**src/hdl/bclr_pkg.sv**
```systemverilog
package bclr_pkg;

    localparam int MAX_BLOCKS  = 1024;
    localparam int IDX_W       = $clog2(MAX_BLOCKS);
    localparam int OUT_IDX_W   = 10;
    localparam int POS_W       = 33;
    localparam int MAX_RESULTS = 64;
    localparam int K_W         = $clog2(MAX_RESULTS);
    localparam int DIV_CNT_W   = $clog2(POS_W + 1);
    localparam int CFG_IDX_W   = 2;
    localparam int CFG_DATA_W  = 32;

    localparam logic [20:0] RST_BLOCK_SIZE   = 21'd65536;
    localparam logic [10:0] RST_MAX_RESIDENT = 11'd16;
    localparam logic [7:0]  RST_HEADER_BYTES = 8'd11;
    localparam logic [31:0] RST_DATA_END     = 32'd11;

    typedef enum logic [CFG_IDX_W-1:0] {
        CFG_BLOCK_SIZE,
        CFG_MAX_RESIDENT,
        CFG_HEADER_BYTES,
        CFG_DATA_END
    } t_cfg_idx;

    typedef struct packed {
        logic [31:0] start_offset;
        logic [15:0] length;
        logic [31:0] now;
    } t_in;

    typedef struct packed {
        logic [OUT_IDX_W-1:0] block_index;
        logic                 was_hit;
        logic                 evicted_valid;
        logic [OUT_IDX_W-1:0] evicted_index;
        logic [20:0]          fill_bytes;
        logic [19:0]          copy_offset;
        logic [20:0]          copy_bytes;
        logic                 fail;
        logic                 last;
    } t_out;

    typedef struct packed {
        logic        mark;
        logic [31:0] atime;
        logic [20:0] flen;
    } t_entry;

    typedef struct packed {
        logic             start;
        logic [POS_W-1:0] dividend;
        logic [20:0]      divisor;
    } t_div_req;

    typedef struct packed {
        logic             done;
        logic [POS_W-1:0] quotient;
        logic [20:0]      remainder;
    } t_div_rsp;

    typedef enum logic [3:0] {
        S_CLEAR,
        S_IDLE,
        S_CHK,
        S_DIV,
        S_RANGE,
        S_LOOKUP,
        S_SCAN,
        S_SCAN_END,
        S_EVICT,
        S_FILL,
        S_END,
        S_SERVE,
        S_EMIT
    } t_state;

endpackage

```
**src/hdl/bclr_div.sv**
```systemverilog
module bclr_div (
    input  logic              i_clk,
    input  logic              i_rst_n,
    input  bclr_pkg::t_div_req i_req,
    output bclr_pkg::t_div_rsp o_rsp
);
    import bclr_pkg::*;

    logic [DIV_CNT_W-1:0] r_cnt;
    logic                 r_done;
    logic [POS_W-1:0]     r_quo;
    logic [20:0]          r_rem;
    logic [20:0]          r_div;
    logic [21:0]          trial;
    logic                 ge;

    // Restoring division, one quotient bit per cycle, MSB first.
    assign trial = {r_rem, r_quo[POS_W-1]};
    assign ge    = trial >= {1'b0, r_div};

    always_ff @(posedge i_clk) begin
        if (!i_rst_n) begin
            r_cnt  <= '0;
            r_done <= 1'b0;
        end else begin
            r_done <= (r_cnt == DIV_CNT_W'(1));
            if (i_req.start) begin
                r_cnt <= DIV_CNT_W'(POS_W);
            end else if (r_cnt != '0) begin
                r_cnt <= r_cnt - DIV_CNT_W'(1);
            end
        end
    end

    always_ff @(posedge i_clk) begin
        if (i_req.start) begin
            r_quo <= i_req.dividend;
            r_rem <= '0;
            r_div <= i_req.divisor;
        end else if (r_cnt != '0) begin
            r_rem <= ge ? 21'(trial - {1'b0, r_div}) : 21'(trial);
            r_quo <= {r_quo[POS_W-2:0], ge};
        end
    end

    assign o_rsp.done      = r_done;
    assign o_rsp.quotient  = r_quo;
    assign o_rsp.remainder = r_rem;

    a_rem_below_div: assert property (@(posedge i_clk) disable iff (!i_rst_n)
        o_rsp.done |-> o_rsp.remainder < r_div)
        else $error("divider remainder not below divisor");

    a_start_idle: assert property (@(posedge i_clk) disable iff (!i_rst_n)
        i_req.start |-> r_cnt == '0)
        else $error("divider started while busy");

    a_done_after_last: assert property (@(posedge i_clk) disable iff (!i_rst_n)
        o_rsp.done |-> $past(r_cnt) == DIV_CNT_W'(1))
        else $error("divider done without final step");

endmodule
```
**config.mk**
```make
export PLATFORM = sky130hd
export DESIGN_NAME = bclr_div
export DESIGN_NICKNAME = d
export VERILOG_FILES = /design/src/hdl/bclr_pkg.sv /design/src/hdl/bclr_div.sv
export SDC_FILE = /design/constraint.sdc
export NUM_CORES = 1
export LEC_CHECK = 0
export BUFFER_PORTS_ARGS = -buffer_cell sky130_fd_sc_hd__buf_2
export CORE_UTILIZATION = 30
export DETAILED_ROUTE_END_ITERATION = 16
export PLACE_DENSITY = 0.59
export SLEW_MARGIN = 20
export SYNTH_ARGS = -nofsm -noshare
export SYNTH_HDL_FRONTEND = slang
export SYNTH_SLANG_ARGS = --single-unit
```
**constraint.sdc**
```tcl
create_clock -name i_clk -period 5.9 [get_ports i_clk]
set_input_delay 0.59 -clock i_clk [delete_from_list [all_inputs] [get_ports i_clk]]
set_output_delay 0.59 -clock i_clk [all_outputs]
set_load 0.05 [all_outputs]
```
==> Implementation_results.wiki, run 1 <==
{| class="wikitable"
! Metric !! Value
|-
| Top delay family on crit path || compound AO/OA/AOI/OAI gates
|-
| Chip Height || 124 um
|-
| Max-slew violations || 0
|-
| Critical Path Fanout Max || 24
|-
| Classification of the worst-slack hold path || in2reg
|-
| Cell depth of the worst setup path || 11
|-
| Share of synthesized registers carrying an async set or reset || 0%
|-
| Max capacitance violation total || 0
|-
| Combined buffer and inverter count along the critical path || 2
|-
| Number of different library cells in the post-synthesis netlist || 54
|-
| CTS clock-pin slew for the worst setup and hold paths || 0.06 ns
|-
| Non-filler cells in the finished layout || 699
|-
| Starting DRC count in detailed routing || between 200 and 250
|-
| Fraction of layout cells with a size suffix above 1 || 32.8%
|-
| CP max stage cell || sky130_fd_sc_hd__o31a_2
|-
| Initial Util || 30.7%
|-
| Cts-stage hold buffer count || 0
|-
| Inst Count DP || between 600 and 700
|-
| Total of warnings raised by yosys || 0
|-
| Fin crit period || 3.42 ns
|-
| Slew of the pin with the lowest slew margin || 0.978 ns
|-
| Wire length of the first global-routing pass || 16600 um
|-
| Final nets || 592
|-
| Most frequently used cell type in the post-synthesis netlist || sky130_fd_sc_hd__edfxtp_1
|-
| Die X-Extent || 124 um
|-
| Post-cts sizing count || 0
|-
| Detailed-placement wirelength estimate || slightly below 8000 um
|-
| Synthesized area || between 4000 and 5000 sq um
|-
| Number of synthesized flops with an enable pin || 54
|-
| Synth cell count leaders || sky130_fd_sc_hd__edfxtp_1, sky130_fd_sc_hd__mux2_2, sky130_fd_sc_hd__inv_1
|-
| Drt first pass iters || 4
|-
| Final number of hold-violating endpoints || 0
|-
| Post-route design area || roughly 5400 sq um
|-
| Placement Cell Area || 5180 sq um
|-
| Headroom to the max-slew limit || 34.7%
|-
| Endpoint required time on the critical path || 6.15 ns
|-
| Largest stage delay, worst path || roughly 0.62 ns
|-
| Final total negative setup slack || 0 ns
|-
| Synth-to-Final Area Change || 22.0%
|-
| Clock tree from TritonCTS || done
|-
| Post-synth top area share || 36.3%
|-
| Total power || 2.53 mW
|-
| R2r worst-path depth || 11
|-
| VDD IR-drop max || 207 uV
|-
| Total I/O pin count || around 110
|-
| Leak pwr || 2.46 nW
|-
| Area of the placeable core || between 10000 and 15000 sq um
|-
| Finish-stage setup viols || 0
|-
| Critical-path cell list || inv_1, ha_1, inv_1, fa_1, a21o_1, a221oi_2, o211ai_2, a31oi_1, o31a_2, mux2_2, a211oi_1
|-
| Number of instances in the synthesized netlist || ~400
|-
| Worst hold stages || 1
|-
| Count of standard-cell rows || 44
|-
| Number of synthesized register bits || 82
|-
| Clk Latency, worst-skew pair || 0.35 ns
|-
| Avg Synthesized Cell Area || around 11 sq um
|-
| Sequential share of the synthesized area || 48.9%
|-
| Highest achievable clock rate || 293 MHz
|-
| Data arrival time of the critical path || 3.67 ns
|-
| Period Utilization, post-route || 57.9%
|-
| Wire length reported by the detailed router || 10500 um
|-
| Outcome || completed
|-
| Cell types occupying the most area after synthesis || sky130_fd_sc_hd__edfxtp_1, sky130_fd_sc_hd__dfxtp_1, sky130_fd_sc_hd__mux2_2
|-
| Clock tree root buffer cell || sky130_fd_sc_hd__clkbuf_16
|-
| Die outline area || 15400 sq um
|-
| Pre-CTS setup slack || around 2.5 ns
|-
| TritonCTS Sinks || 82
|-
| Post-route clock skew || 0.00596 ns
|-
| Net count after synthesis || 485
|-
| Largest net degree at the start of global routing || 43
|-
| Setup fix buffers added after clock tree synthesis || 0
|-
| PD cells || approximately 460 nW/um^2
|-
| Setup repair after global routing missed its margin || false
|-
| Antenna violations before repair || 0
|-
| Via count of the first global-routing pass || 3323
|-
| Placer congestion estimate || around 0.81
|-
| Start-to-end type of the worst setup path || reg2reg
|-
| Largest area contributor in the netlist || sky130_fd_sc_hd__edfxtp_1
|-
| Count of filler cells inserted in the layout || 1490
|-
| Remaining number of nets flagged by the antenna check after routing || 0
|-
| Buffers added on ports || roughly 110
|-
| Smallest setup slack after layout || 2.48 ns
|-
| Global route total overflow || 0
|-
| Total clock buffers created by CTS || 9
|-
| Flip-flop cell with the highest count after synthesis || sky130_fd_sc_hd__edfxtp_1
|-
| Worst Setup End Kind || flip-flop
|-
| Crit start category || flip-flop
|-
| Final antenna diode count || 0
|-
| Routed wirelength normalized by instance count || 15.0 um
|-
| Most prevalent standard cell on the critical path || sky130_fd_sc_hd__inv_1
|-
| Vias || around 3400
|-
| CTS H-Tree Depth || 3
|-
| Number of design rule violations left after detail routing || 0
|-
| Maximum buffer depth of the clock tree || 2
|-
| Vias per std cell || 4.93
|-
| Global-route total usage across every layer || 14.3%
|}
per-stage QoR:
stage / util, % / hold slack [ns]
floorplan: - / 0.493
global placement: 35.6 / 0.488
detailed placement: 35.6 / 0.497
CTS: 37.5 / 0.399
global route: 37.5 / 0.403
finish: 37.5 / 0.413
worst reg2reg max path: cells and delay by family (launching register included):
| family | cells | cell delay (ns) |
|---|---|---|
| AOI/OAI and AO/OA | 6 | 1.84 |
| adders and majority gates | 2 | 0.56 |
| muxes | 1 | 0.42 |
| DFF | 1 | 0.38 |
| buffers and inverters | 2 | 0.14 |
registers in the layout (all words and copies together), names as in the netlist:
name and count:
r_rem 21, r_done 1, r_cnt 6, r_div 21
r_quo 33
routing by layer:
metal / track usage [%] / part of all wire (%) / vias up
met5: 0 / 0 / -
met4: 6.47 / 1.9 / 0
li1: - / - / 1715
met1: 19.4 / 46 / 1644
met3: 2.75 / 4.9 / 14
met2: 21.9 / 47 / 76
where the power goes:
part	total, mW	switching (mW)	internal (mW)
Combinational	1.17	0.787	0.383
Sequential	0.837	0.0919	0.745
Clock	0.524	0.241	0.284
Total	2.53	1.12	1.41
layout make-up:
| class | count | area (sq um) | share of cell area, % |
|---|---|---|---|
| clock inverters | 7 | 45.0 | 0.827 |
| well taps | 184 | 230 | 4.23 |
| multi-input cells | 272 | 2070 | 38.1 |
| flip-flops and latches | 82 | 2180 | 40.1 |
| clock buffers | 9 | 225 | 4.14 |
| repair buffers | 113 | 571 | 10.5 |
| inverters | 32 | 120 | 2.21 |
cell usage in the layout, fill, tap and decap left out, drive strengths merged, types with 13 or more instances in the layout:
cell | netlist | routed
nand2 | 21 | 21
ha | 24 | 24
a21oi | 19 | 19
o21ai | 23 | 23
edfxtp | 54 | 54
dfxtp | 28 | 28
inv | 32 | 33
nor2 | 24 | 24
buf | 9 | 113
mux2i | 13 | 13
mux2 | 34 | 34
logic make-up (layout without fill, tap and decap cells):
kind of cell               after synthesis  after routing  synth area share, %
muxes                                   47             47                 11.5
and+or+nand+nor                         85             85                 9.25
buffers and inverters                   49            161                 4.68
DFF                                     82             82                 48.9
AOI/OAI and AO/OA                       96             96                 14.8
adders and majority gates               25             25                 7.18
xor gates and xnor gates                19             19                 3.73
final timing paths:
check	start	endpoint	slack (ns)
setup / recovery	r_quo[32]$_DFFE_PP_	r_rem[0]$_SDFFE_PP0N_	2.48
hold / removal	i_req[20]	r_div[20]$_DFFE_PP_	0.41
setup reg to reg	r_quo[32]$_DFFE_PP_	r_rem[0]$_SDFFE_PP0N_	2.48
hold reg to reg	r_rem[3]$_SDFFE_PP0N_	r_rem[3]$_SDFFE_PP0N_	0.51
No activity file was read; power rests on OpenSTA's default activity.
==> run 2: changes to the inputs <==
Settings changed: PLACE_DENSITY 0.59 to 0.61.
Clock period 5.9 ns to 2.94 ns, I/O delays scaled along.
==> run 2 against run 1 <==
  * Routed wire length rose by 5.1%
  * Highest routed layer unchanged
  * Flip-flop and latch count did not move
  * Hold slack got worse by 0.29 ns
  * Clock power rose by 120%
  * Clock-buffer cell count rose by 3
  * Critical endpoint is now r_rem[9]$_SDFFE_PP0N_
  * Via count rose by 3.1%
  * Final area rose by 5.6%
  * Sequential power rose by 100%
  * Global-route usage rose by 0.23 points
  * Clock skew barely moved
==> Implementation_results.wiki, run 2 (synthesized netlist as in run 1, its figures left out) <==
{| class="wikitable"
! Metric !! Value
|-
| Outcome || completed (unchanged)
|-
| Highest achievable clock rate || 351 MHz (was 293 MHz)
|-
| Global route total overflow || 0 (unchanged)
|-
| Total area of multi-input combinational cells || 2130 sq um (was 2070 sq um)
|-
| Most frequent standard cell in the layout excluding fill and tap cells || sky130_fd_sc_hd__buf_2 (unchanged)
|-
| Total I/O pin count || 112 (unchanged)
|-
| Critical Path Fanout Max || 5 (was 24)
|-
| Max capacitance violation total || 0 (unchanged)
|-
| Wire length of the first global-routing pass || 17000 um (was 16600 um)
|-
| Relative contribution of the clock network to total power || 20.8% (was 20.7%)
|-
| Fraction of layout cells with a size suffix above 1 || 37.1% (was 32.8%)
|-
| Setup repair after global routing missed its margin || true (was false)
|-
| Area of the placeable core || 14500 sq um (unchanged)
|-
| Storage cell area || 2180 sq um (unchanged)
|-
| Maximum buffer depth of the clock tree || 2 (unchanged)
|-
| PD cells || 957 nW/um^2 (was 465 nW/um^2)
|-
| TritonCTS Sinks || 82 (unchanged)
|-
| Worst Setup End Kind || flip-flop (unchanged)
|-
| Sequential fraction of design power || 30.5% (was 33.1%)
|-
| Finish-stage setup viols || 0 (unchanged)
|-
| Clock tree root buffer cell || sky130_fd_sc_hd__clkbuf_16 (unchanged)
|-
| Combinational group share of total power || 48.7% (was 46.2%)
|-
| Internal Power || 3.18 mW (was 1.41 mW)
|-
| CTS H-Tree Depth || 3 (unchanged)
|-
| CTS clock-pin slew for the worst setup and hold paths || 0.06 ns (about the same)
|-
| Synth-to-Final Area Change || 28.9% (was 22.0%)
|-
| Top flop regs || r_quo (33), r_div (21), r_rem (21) (unchanged)
|-
| Max FFs per register || 33 (unchanged)
|-
| Detailed-placement wirelength estimate || 8070 um (was 7720 um)
|-
| Die outline area || 15400 sq um (unchanged)
|-
| Largest net degree at the start of global routing || 34 (was 43)
|-
| Slew of the pin with the lowest slew margin || 0.771 ns (was 0.978 ns)
|-
| Max-slew violations || 0 (unchanged)
|-
| Buffers added on ports || 111 (unchanged)
|-
| Count of standard-cell rows || 44 (unchanged)
|-
| Leak pwr || 2.62 nW (was 2.46 nW)
|-
| Drt first pass iters || 4 (unchanged)
|-
| Die X-Extent || 124 um (unchanged)
|-
| Via count of the first global-routing pass || 3421 (was 3323)
|-
| Final number of hold-violating endpoints || 0 (unchanged)
|-
| Data arrival time of the critical path || 3.07 ns (was 3.67 ns)
|-
| Remaining number of nets flagged by the antenna check after routing || 0 (unchanged)
|-
| Period Utilization, post-route || 97.0% (was 57.9%)
|-
| Net switching share of the total power || 42.3% (was 44.2%)
|-
| Total clock buffers created by CTS || 9 (unchanged)
|-
| Chip Height || 124 um (unchanged)
|-
| Classification of the worst-slack hold path || in2reg (unchanged)
|-
| Count of filler cells inserted in the layout || 1457 (was 1490)
|-
| Initial Util || 30.7% (unchanged)
|-
| Clk Latency, worst-skew pair || 0.34 ns (was 0.35 ns)
|-
| Placer congestion estimate || 0.853 (was 0.807)
|-
| Number of design rule violations left after detail routing || 0 (unchanged)
|-
| Antenna violations before repair || 0 (unchanged)
|-
| Starting DRC count in detailed routing || 183 (was 242)
|-
| Crit start category || flip-flop (unchanged)
|-
| Global-route total usage across every layer || 14.5% (was 14.3%)
|-
| Clock tree from TritonCTS || done (unchanged)
|-
| Vias per std cell || 4.93 (about the same)
|-
| Routed wirelength normalized by instance count || 15.3 um (was 15.0 um)
|-
| Final hold slack || 0.124 ns (was 0.413 ns)
|-
| Cts-stage hold buffer count || 0 (unchanged)
|-
| Post-route clock skew || 0.00631 ns (was 0.00596 ns)
|-
| Pre-CTS setup slack || 0.117 ns (was 2.50 ns)
|-
| Fin crit period || 2.85 ns (was 3.42 ns)
|-
| Total net switching power || 2.33 mW (was 1.12 mW)
|-
| Most frequent cells in the layout || sky130_fd_sc_hd__buf_2, sky130_fd_sc_hd__edfxtp_1, sky130_fd_sc_hd__mux2_2 (unchanged)
|-
| Endpoint required time on the critical path || 3.16 ns (was 6.15 ns)
|-
| Vias || 3557 (was 3449)
|-
| Smallest setup slack after layout || 0.0870 ns (was 2.48 ns)
|-
| Final antenna diode count || 0 (unchanged)
|-
| VDD IR-drop max || 441 uV (was 207 uV)
|-
| Start-to-end type of the worst setup path || reg2reg (unchanged)
|-
| Final nets || 614 (was 592)
|-
| Headroom to the max-slew limit || 48.2% (was 34.7%)
|-
| Wire length reported by the detailed router || 11000 um (was 10500 um)
|-
| Register bank with the most flops || r_quo (unchanged)
|}
## run 2: path summary, 6_finish.rpt
check                                            from               endpoint  slack (ns)  depth (start not counted)
worst max-delay path              r_quo[32]$_DFFE_PP_  r_rem[9]$_SDFFE_PP0N_        0.09                         13
worst min-delay path                         i_req[3]     r_div[3]$_DFFE_PP_        0.12                          1
worst max register to register    r_quo[32]$_DFFE_PP_  r_rem[9]$_SDFFE_PP0N_        0.09                         13
worst min register to register  r_rem[5]$_SDFFE_PP0N_  r_rem[5]$_SDFFE_PP0N_        0.51                          2
## run 2: per-layer routing
layer,part of all wire (%),vias up,global-route usage [%]
li1,-,1759,-
met1,44,1720,18.8
met2,50,67,23.5
met3,4.6,11,3.11
met4,1.5,0,5.80
met5,0,-,0
## run 2: critical path, stage by stage (launching register included)
cell and delay [ns]:
sky130_fd_sc_hd__edfxtp_1 0.39, sky130_fd_sc_hd__inv_2 0.09, sky130_fd_sc_hd__ha_4 0.13, sky130_fd_sc_hd__inv_2 0.03, sky130_fd_sc_hd__fa_2 0.36, sky130_fd_sc_hd__a21o_1 0.21, sky130_fd_sc_hd__a221oi_4 0.32, sky130_fd_sc_hd__o211ai_2 0.15
sky130_fd_sc_hd__a31oi_1 0.20, sky130_fd_sc_hd__o31a_1 0.27, sky130_fd_sc_hd__buf_12 0.14, sky130_fd_sc_hd__buf_12 0.11, sky130_fd_sc_hd__mux2i_2 0.22, sky130_fd_sc_hd__a211oi_2 0.09
## run 2: what timing repair did
| item | CTS | global route |
|---|---|---|
| gates resized for setup | 0 | 16 |
| setup endpoints to repair | 0 | 20 |
| setup buffers | 0 | 11 |
## run 2: power by group through the flow
| stage | clock network (mW) | logic [mW] | registers [mW] |
|---|---|---|---|
| 3_3_place_gp | 0 | 2.41 | 1.69 |
| 5_1_grt | 1.22 | 2.90 | 1.71 |
| 6_report | 1.15 | 2.68 | 1.68 |
| 4_1_cts | 1.17 | 2.46 | 1.68 |
| 2_1_floorplan | 0 | 1.22 | 2.33 |
| 3_5_place_dp | 0 | 2.45 | 1.70 |
## run 2: layout make-up
class	instances	share of cell area, %
clock buffers	12	4.29
clock inverters	4	0.892
inverters	32	2.09
multi-input cells	272	37.0
flip-flops and latches	82	37.9
well taps	184	4.00
repair buffers	135	13.8
## run 2: through the flow
step	total power, mW	util, %	setup TNS [ns]	cell area (sq um)	cells
6_report	5.50	39.6	0	5750	721
5_1_grt	5.83	39.6	-0.488	5750	721
4_1_cts	5.31	38.4	0	5580	709
3_5_place_dp	4.15	36.3	0	5280	693
3_3_place_gp	4.10	36.3	0	5280	693
2_1_floorplan	3.55	-	0	4470	403
